--- config.mk ---
export PLATFORM = sky130hd
export DESIGN_NAME = rit_cell
export DESIGN_NICKNAME = d
export VERILOG_FILES = /design/src/rit_pkg.sv /design/src/rit_cell.sv
export SDC_FILE = /design/constraint.sdc
export NUM_CORES = 1
export LEC_CHECK = 0
export BUFFER_PORTS_ARGS = -buffer_cell sky130_fd_sc_hd__buf_2
export CORE_MARGIN = 2
export CORE_UTILIZATION = 49
export CTS_BUF_LIST = sky130_fd_sc_hd__clkbuf_8
export DETAILED_ROUTE_END_ITERATION = 12
export HOLD_SLACK_MARGIN = 0.02
export PLACE_DENSITY = 0.78
export SKIP_CTS_REPAIR_TIMING = 1
export SYNTH_ARGS = -nofsm -noshare
export SYNTH_HDL_FRONTEND = slang
export SYNTH_SLANG_ARGS = --single-unit
--- constraint.sdc ---
create_clock -name clk -period 2.3 [get_ports clk]
set_clock_uncertainty 0.1 [all_clocks]
set_input_delay 0 -clock clk [delete_from_list [all_inputs] [get_ports clk]]
set_output_delay 0 -clock clk [all_outputs]
set_load 0.01 [all_outputs]
--- src/rit_pkg.sv ---
// shared types and codes of the reference counted id table
package rit_pkg;

	localparam int unsigned ID_W     = 32;
	localparam int unsigned NFRAME_W = 20;
	localparam int unsigned SLOT_W   = 6;
	localparam int unsigned FRAME_W  = 20;
	localparam int unsigned REFS_W   = 16;

	typedef enum logic {
		OP_OPEN  = 1'b0,
		OP_CLOSE = 1'b1
	} rit_op_t;

	typedef enum logic [2:0] {
		ST_ATTACHED   = 3'd0,
		ST_CREATED    = 3'd1,
		ST_FULL       = 3'd2,
		ST_STILL_USED = 3'd3,
		ST_FREED      = 3'd4,
		ST_NOT_FOUND  = 3'd5,
		ST_INVALID    = 3'd6
	} rit_status_t;

	typedef struct packed {
		rit_op_t               operation;
		logic [ID_W-1:0]       region_id;
		logic [NFRAME_W-1:0]   new_frame;
	} rit_req_t;

	typedef struct packed {
		rit_status_t           status;
		logic [SLOT_W-1:0]     slot;
		logic [FRAME_W-1:0]    frame;
		logic [REFS_W-1:0]     ref_count;
	} rit_rsp_t;

	// search token handed from cell to cell
	typedef struct packed {
		logic                  active;
		logic                  done;
		logic                  has_empty;
		logic [SLOT_W-1:0]     empty_slot;
		rit_rsp_t              result;
	} rit_link_t;

endpackage

--- src/rit_cell.sv ---
// one table entry with its stage of the search chain
module rit_cell #(
	parameter int unsigned IDX        = 0,
	parameter int unsigned FRAME_BITS = 20,
	parameter int unsigned COUNT_BITS = 16
) (
	input  logic               clk,
	input  logic               arst_n,
	input  rit_pkg::rit_req_t  req,
	input  logic               fill_en,
	input  rit_pkg::rit_link_t link_in,
	output rit_pkg::rit_link_t link_out
);
	import rit_pkg::*;

	localparam logic [COUNT_BITS-1:0] CMAX = {COUNT_BITS{1'b1}};
	localparam logic [COUNT_BITS-1:0] ONE  = COUNT_BITS'(1);

	logic [ID_W-1:0]       ident_q;
	logic [FRAME_BITS-1:0] frame_q;
	logic [COUNT_BITS-1:0] refs_q;
	logic                  claim_q;
	rit_link_t             link_q;
	rit_link_t             nxt;
	logic                  hit;
	logic                  first_empty;
	logic [COUNT_BITS-1:0] refs_inc;
	logic [COUNT_BITS-1:0] refs_dec;

	assign hit         = link_in.active && !link_in.done && (ident_q == req.region_id);
	assign first_empty = link_in.active && !link_in.has_empty && (ident_q == '0);
	assign refs_inc    = (refs_q == CMAX) ? refs_q : refs_q + ONE;
	assign refs_dec    = refs_q - ONE;

	always_comb begin
		nxt = link_in;
		if (first_empty) begin
			nxt.has_empty  = 1'b1;
			nxt.empty_slot = SLOT_W'(IDX);
		end
		if (hit) begin
			nxt.done        = 1'b1;
			nxt.result.slot = SLOT_W'(IDX);
			if (req.operation == OP_OPEN) begin
				nxt.result.status    = ST_ATTACHED;
				nxt.result.frame     = FRAME_W'(frame_q);
				nxt.result.ref_count = REFS_W'(refs_inc);
			end else if (refs_q > ONE) begin
				nxt.result.status    = ST_STILL_USED;
				nxt.result.frame     = FRAME_W'(frame_q);
				nxt.result.ref_count = REFS_W'(refs_dec);
			end else begin
				nxt.result.status    = ST_FREED;
				nxt.result.frame     = '0;
				nxt.result.ref_count = '0;
			end
		end
	end

	always_ff @(posedge clk or negedge arst_n) begin
		if (!arst_n) begin
			link_q  <= '0;
			claim_q <= 1'b0;
			ident_q <= '0;
			frame_q <= '0;
			refs_q  <= '0;
		end else begin
			link_q <= nxt;
			if (link_in.active) begin
				claim_q <= first_empty;
			end
			if (fill_en && claim_q) begin
				ident_q <= req.region_id;
				frame_q <= FRAME_BITS'(req.new_frame);
				refs_q  <= ONE;
			end else if (hit) begin
				if (req.operation == OP_OPEN) begin
					refs_q <= refs_inc;
				end else if (refs_q > ONE) begin
					refs_q <= refs_dec;
				end else begin
					ident_q <= '0;
					frame_q <= '0;
					refs_q  <= '0;
				end
			end
		end
	end

	assign link_out = link_q;

endmodule

* Word-level counts from Yosys, hierarchy flattened
Cells that the tools add are included.
Word-level totals: register bits after elaboration 123, bits of input ports 110, output and inout port bits 54, logic and storage cells 49
Operators by class: add/subtract/negate cells 2, $lt $le $gt $ge 1, equal/unequal tests 3, mux-type cells 20, reduce and logical (&&, ||, !) cells 11
Operators by type and width (count):
- 2-to-1 mux 32 bit | 4
- 2-to-1 mux 16 bit | 5
- 2-to-1 mux 20 bit | 4
- 2-to-1 mux 36 bit | 2
- 2-to-1 mux 45 bit | 1
- == test 32 bit | 1
- logical NOT 32 bit | 1
- adder 16 x 1 -> 16 bit (second input constant) | 1
- == test 16 bit (second input constant) | 1
- greater-than comparator 16 x 1 -> 1 bit (second input constant) | 1
- subtractor 16 x 1 -> 16 bit (second input constant) | 1
- 2-to-1 mux 7 bit | 1
- 2-to-1 mux 3 bit | 2
- logical AND 1 bit | 5
- nonzero test 2 bit | 2
- AND reduction 3 bit | 1
- logical NOT 1 bit | 2
- inequality test 2 x 1 -> 1 bit (second input constant) | 1
- 2-to-1 mux 1 bit | 1

* Depth between registers and ports, before layout
Gate-level depths: netlist of the first run.
depth in word-level cells 5, depth in mapped cells 10, gate-level depth less buffers 8

* Least setup slack after synthesis of the first run
OpenSTA, ideal clock, no wires.
path type register to register, start point reg refs_q[0], end point reg link_q (netlist bit link_out[12]), setup time 125 ps, data arrival time 2280 ps, required time 2075 ps, setup slack -205 ps, cell stages (with the launch flop) 11, path buffers 2, clock period less this slack 2505 ps, path through dfrtp_1 -> clkbuf_1 -> inv_1 -> ha_1 -> or3b_2 -> or2_1 -> clkbuf_1 -> nor2_1 -> o22a_1 -> a21oi_1 -> mux2_2
RTL lines:
- from (decl) | line rit_cell.sv:21 | logic [COUNT_BITS-1:0] refs_q;
- from (signal assigned) | line rit_cell.sv:78 | refs_q <= refs_inc;
- from (signal assigned) | line rit_cell.sv:80 | refs_q <= refs_dec;
- to (signal assigned) | line rit_cell.sv:68 | link_q <= nxt;
- to (decl) | line rit_cell.sv:23 | rit_link_t link_q;

==> results of run 1 <==
per-stage QoR:
stage               area [µm²]  instances  setup TNS [ns]  utilization (%)  power (mW)
finish                    9220       1100          -0.543             76.4        5.31
global route              9220       1099           -4.36             76.4        5.54
floorplan                 6140        593               0                -        2.81
global placement          7540        953           -2.03             62.5        3.14
CTS                       7950        984           -6.81             65.9        5.13
detailed placement        7540        953           -5.67             62.5        3.16
cell families (layout without fill, tap and decap cells):
family	Yosys count	in the layout	synth area share, %
AO/OA/AOI/OAI	146	146	18.3
XOR/XNOR	39	39	5.60
adder cells (fa/ha/maj)	3	3	0.615
buffers and inverters	57	395	4.68
flip-flops	123	123	50.5
multiplexers	10	10	1.76
other	0	1	0
AND/OR/NAND/NOR	215	215	18.6
layout by cell type, fill, tap and decap left out, types with 19 or more instances in the layout:
cell             n
clkbuf_8        19
nand2_1         68
a22o_1          52
dlygate4sd3_1  109
xnor2_1         32
nor2_1          20
buf_4           68
dfrtp_1        121
nand3_1         30
buf_2          162
worst paths after layout:
check | startpoint | end | slack (ns) | depth (start not counted)
max | refs_q[13] | link_out[14] | -0.08 | 7
min reg2reg | frame_q[6] | frame_q[6] | 0.41 | 1
max in group asynchronous | arst_n | link_out[9] | 0.43 | 4
min in group asynchronous | arst_n | refs_q[6] | 0.47 | 3
min | fill_en | refs_q[6] | 0.02 | 3
max reg2reg | refs_q[13] | link_out[14] | -0.08 | 7
per-layer routing:
metal / up-vias / track usage (%) / wire length (µm) / part of all wire (%)
met2: 341 / 42.6 / 10600 / 50
li1: 2824 / - / - / -
met3: 77 / 6.49 / 1400 / 6.7
met1: 3013 / 34.3 / 8070 / 38
met5: - / 0 / 0 / 0
met4: 0 / 13.5 / 958 / 4.6
critical path, cell delays in order (launching register included):
cell	delay (ns)
dfrtp_1	0.38
or3_4	0.41
or4_4	0.46
o21ai_4	0.27
buf_6	0.16
o22a_1	0.15
a21oi_2	0.06
mux2_2	0.26
flip-flops by register name, summed over array words and instances, names as in the netlist:
register and cells:
link_out 54, ident_q 32, frame_q 20, claim_q 1, refs_q 16
final cells by class:
| class | count | area, µm² | share of cell area [%] |
|---|---|---|---|
| flip-flops and latches | 123 | 3080 | 33.4 |
| clock inverters | 12 | 149 | 1.62 |
| multi-input cells | 413 | 2870 | 31.1 |
| well taps | 168 | 210 | 2.28 |
| repair buffers | 352 | 2600 | 28.2 |
| clock buffers | 19 | 262 | 2.84 |
| inverters | 12 | 45.0 | 0.489 |
| diodes | 1 | 2.50 | 0.0271 |
power by group through the flow:
stage	clock (mW)	combinational (mW)	sequential [mW]
after global routing	2.12	0.945	2.47
after detailed placement	0	0.681	2.48
after global placement	0	0.664	2.47
final	1.99	0.874	2.45
after floorplan	0	0.323	2.48
after CTS	2.01	0.684	2.44
==> impl_metrics.py, run 1 <==
metrics = {
    "synthesis": {
        "synth_ff_type": "dfrtp_1",
        "ys_top_cells_by_area": "dfrtp_1 50%, a22o_1 7.5%, xnor2_1 4.6%",
        "synth_enable_flop_cells": 0,
        "synth.largest_area_cell": "dfrtp_1",
        "async_reset_ff_share_pct": 100,
        "postSynthRegisterBits": 123,
        "synth_top_area_share_pct": 50.5,
        "ys_top_cells_by_count": "123 x dfrtp_1, 68 x nand2_1, 52 x a22o_1",
        "synthesis.area_per_instance_um2": 10.3,
        "netlist_instances": 593,
        "unique_masters_post_synth": 63,
        "synth_sequential_area_ratio_pct": 50.5,
        "yosys_warnings": 0,
        "syn_nets": 706,
        "synthMostInstantiatedCell": "dfrtp_1",
        "syn-cell-area_mm2": 0.00610,
    },
    "timing": {
        "timing.fmax_mhz": 421,
        "timing_worst_slew_pin_value_ns": 0.521,
        "final.setup.worst_slack_ns": -0.0758,
        "slew_violations": 0,
        "finalCriticalPeriod_ns": 2.38,
        "setup-violations-final": 35,
        "grt_setup_unrepaired": "true",
        "fin_worst_hold_slack_ns": 0.0245,
        "final-hold-violation-count": 0,
        "rel_slew_slack_pct": 65.2,
        "timing.final.crit_share_pct": 103,
    },
    "die": {
        "core_area_mm2": 0.0121,
        "row_count": 40,
        "start_util_pct": 50.6,
        "die_area_mm2": 0.0134,
        "top_level_ports": 164,
        "die_height_um": 116,
        "die_x_um": 116,
    },
    "power_and_ir_drop": {
        "internal_power_mw": 3.93,
        "pwr_density_cell_mw_per_mm2": 576,
        "power.ir.vdd_worst_v": 0.000637,
        "power_frac_clock_pct": 37.4,
        "sequentialPowerShare_pct": 46.1,
        "p_switching_mw": 1.39,
        "combPwrFrac_pct": 16.4,
        "cellLeakagePower_nw": 4.31,
        "swShare_pct": 26.1,
    },
    "finish": {
        "final_layout_size_suffix_gt1_share_pct": 34.8,
        "layout.nets": 1032,
        "flow.area_growth_from_synthesis_pct": 51.1,
        "fillers": 789,
    },
    "drt": {
        "routed_wirelength_um": 21000,
        "drt-pass1-iter-count": 7,
        "drt-wirelength-per-cell_um": 19.1,
        "postRouteAntennaNets": 0,
        "drt-vias-per-instance": 5.69,
        "post-route-drc-count": 0,
        "detailroute.via_count": 6255,
        "dr.first_iter.drc_count": 605,
    },
    "setup_path": {
        "crit_fanout": 6,
        "timing.critical_path.required_ns": 2.54,
        "cp-end-kind": "flip-flop",
        "cp_data_arrival_time_ns": 2.61,
        "criticalPathCategory": "reg2reg",
        "critPathLaunchType": "flip-flop",
    },
    "global_route": {
        "global_route_usage_over_all_layers_pct": 26.8,
        "grt_total_ovfl": 0,
        "grt_pass1_vias": 5551,
        "wire_length_of_the_first_global_routing_pass_um": 27400,
        "grt_start_max_net_pins": 66,
        "antenna_violations_before_repair": 0,
    },
    "worst_hold_path": {
        "type_of_the_tightest_min_delay_check": "in2reg",
    },
    "placement": {
        "pre_cts_slack_ns": -0.134,
        "detailed_place_hpwl_um": 12500,
        "io_buffer_count": 163,
        "gpl.final_weighted_congestion": 0.950,
    },
    "clock_tree": {
        "cts_max_level": 4,
        "path_clk_slew_ns": 0.07,
        "cts_sinks": 123,
        "buffer_levels_on_the_longest_clock_path": 2,
        "worst_skew_pair.late_latency_ns": 0.46,
        "tritoncts_clock_tree": "built",
        "tritoncts.num_buffers": 17,
        "ctsRootBufferMaster": "clkbuf_8",
    },
    "run_status": {
        "failed_checks": "setup timing",
        "outcome": "finished, violations left",
    },
    "run": {
        "drv_cap": 0,
    },
}
Power figures use the tool's default switching activity.
==> run 2, diff against run 1 <==
- REMOVE_ABC_BUFFERS: default -> 1
==> impl_metrics.py, run 2 (synthesis gave the netlist of run 1 again) <==
metrics = {
    "drt": {
        "dr.first_iter.drc_count": 620,
        "routed_wirelength_um": 21500,
        "drt-vias-per-instance": 5.82,
        "detailroute.via_count": 6486,
        "drt-wirelength-per-cell_um": 19.3,
        "drt-pass1-iter-count": 7,
        "postRouteAntennaNets": 0,
        "post-route-drc-count": 0,
    },
    "run": {
        "drv_cap": 0,
    },
    "clock_tree": {
        "tritoncts.num_buffers": 17,
        "worst_skew_pair.late_latency_ns": 0.45,
        "cts_max_level": 4,
        "cts_sinks": 123,
        "tritoncts_clock_tree": "built",
        "path_clk_slew_ns": 0.08,
        "buffer_levels_on_the_longest_clock_path": 2,
        "ctsRootBufferMaster": "clkbuf_8",
    },
    "worst_hold_path": {
        "type_of_the_tightest_min_delay_check": "in2reg",
        "worst_hold_path.num_cells": 3,
    },
    "timing": {
        "timing_worst_slew_pin_value_ns": 0.542,
        "setup-violations-final": 61,
        "slew_violations": 0,
        "final.setup.worst_slack_ns": -0.162,
        "rel_slew_slack_pct": 63.8,
        "final-hold-violation-count": 0,
        "timing.fmax_mhz": 406,
        "fin_worst_hold_slack_ns": 0.0309,
        "setup-tns-final_ns": -5.99,
        "grt_setup_unrepaired": "true",
        "finalCriticalPeriod_ns": 2.46,
        "timing.final.crit_share_pct": 107,
    },
    "power_and_ir_drop": {
        "power.ir.vdd_worst_v": 0.000412,
        "pwr_density_cell_mw_per_mm2": 522,
        "report.power.total_mw": 4.99,
        "cellLeakagePower_nw": 4.44,
    },
    "setup_path": {
        "cp_data_arrival_time_ns": 2.69,
        "crit_fanout": 8,
        "timing.critical_path.required_ns": 2.53,
        "critPathLaunchType": "flip-flop",
        "criticalPathCategory": "reg2reg",
        "cp-end-kind": "flip-flop",
        "reg2reg_depth": 8,
    },
    "finish": {
        "layout.nets": 1047,
        "final_common_cell": "buf_2",
        "final_cell_mix": "162 x buf_2, 123 x dfrtp_1, 108 x dlygate4sd3_1",
        "flip_flop_count_of_the_largest_register_after_layout": 54,
        "fin_cells": 1114,
        "final_area_mm2": 0.00957,
        "final_core_util_pct": 79.3,
        "flow.area_growth_from_synthesis_pct": 56.9,
        "final_layout_size_suffix_gt1_share_pct": 37.6,
        "fillers": 697,
    },
    "die": {
        "die_area_mm2": 0.0134,
        "die_height_um": 116,
        "row_count": 40,
        "top_level_ports": 164,
        "start_util_pct": 50.6,
        "die_x_um": 116,
        "core_area_mm2": 0.0121,
    },
    "placement": {
        "io_buffer_count": 163,
        "place_inst": 953,
        "detailed_place_hpwl_um": 12100,
        "pre_cts_slack_ns": -0.106,
        "dpl_cell_area_mm2": 0.00752,
        "gpl.final_weighted_congestion": 1.01,
    },
    "run_status": {
        "failed_checks": "setup timing",
        "outcome": "finished, violations left",
    },
    "global_route": {
        "grt_start_max_net_pins": 80,
        "global_route_usage_over_all_layers_pct": 25.9,
        "wire_length_of_the_first_global_routing_pass_um": 27200,
        "grt_total_ovfl": 0,
        "grt_pass1_vias": 5697,
        "antenna_violations_before_repair": 1,
    },
}
## run 2: changes by cell type in the layout (fill, tap and decap cells not counted), moves of 3 or more
cell / change
clkbuf_16: +6
nand3_1: -6
buf_12: +5
nand3_2: +5
a21oi_1: -3
a21oi_2: +3
bufinv_16: -3
clkinvlp_4: +3
nor2_1: -3
## run 2: where the power goes
part           switching [mW]  leakage (nW)  internal (mW)
clock                   0.897         0.169          0.751
sequential              0.130          1.54           2.33
combinational           0.397          2.74          0.490
total                    1.42          4.44           3.57
## run 2: cell type report
type / count / area [µm²] / share of cell area [%]
flip-flops and latches: 123 / 3080 / 32.2
clock inverters: 12 / 80.1 / 0.837
inverters: 12 / 45.0 / 0.471
well taps: 168 / 210 / 2.20
diodes: 1 / 2.50 / 0.0261
clock buffers: 18 / 248 / 2.59
multi-input cells: 413 / 3000 / 31.4
repair buffers: 367 / 2900 / 30.3
## run 2: metal layers
metal	GRT usage, %	part of all wire, %	wire length (µm)
met4	10.5	4.4	953
met5	0	0	0
met1	33.7	37	7930
met3	6.75	7.6	1640
met2	41.5	51	11000
## run 2: final timing paths
kind	from	end	slack, ns
min	req[52]	refs_q[11]	0.03
min in group asynchronous	arst_n	ident_q[13]	0.39
max	ident_q[2]	ident_q[6]	-0.16
max in group asynchronous	arst_n	ident_q[28]	1.06
max reg2reg	ident_q[2]	ident_q[6]	-0.16
min reg2reg	frame_q[5]	frame_q[5]	0.41
## run 2: worst max-delay path, stage by stage (launching register included)
cell       delay [ns]
dfrtp_1          0.39
xor2_1           0.15
or4_4            0.54
nor4_4           0.16
and3_4           0.22
buf_6            0.11
a31oi_4          0.21
clkbuf_16        0.25
a22o_1           0.21
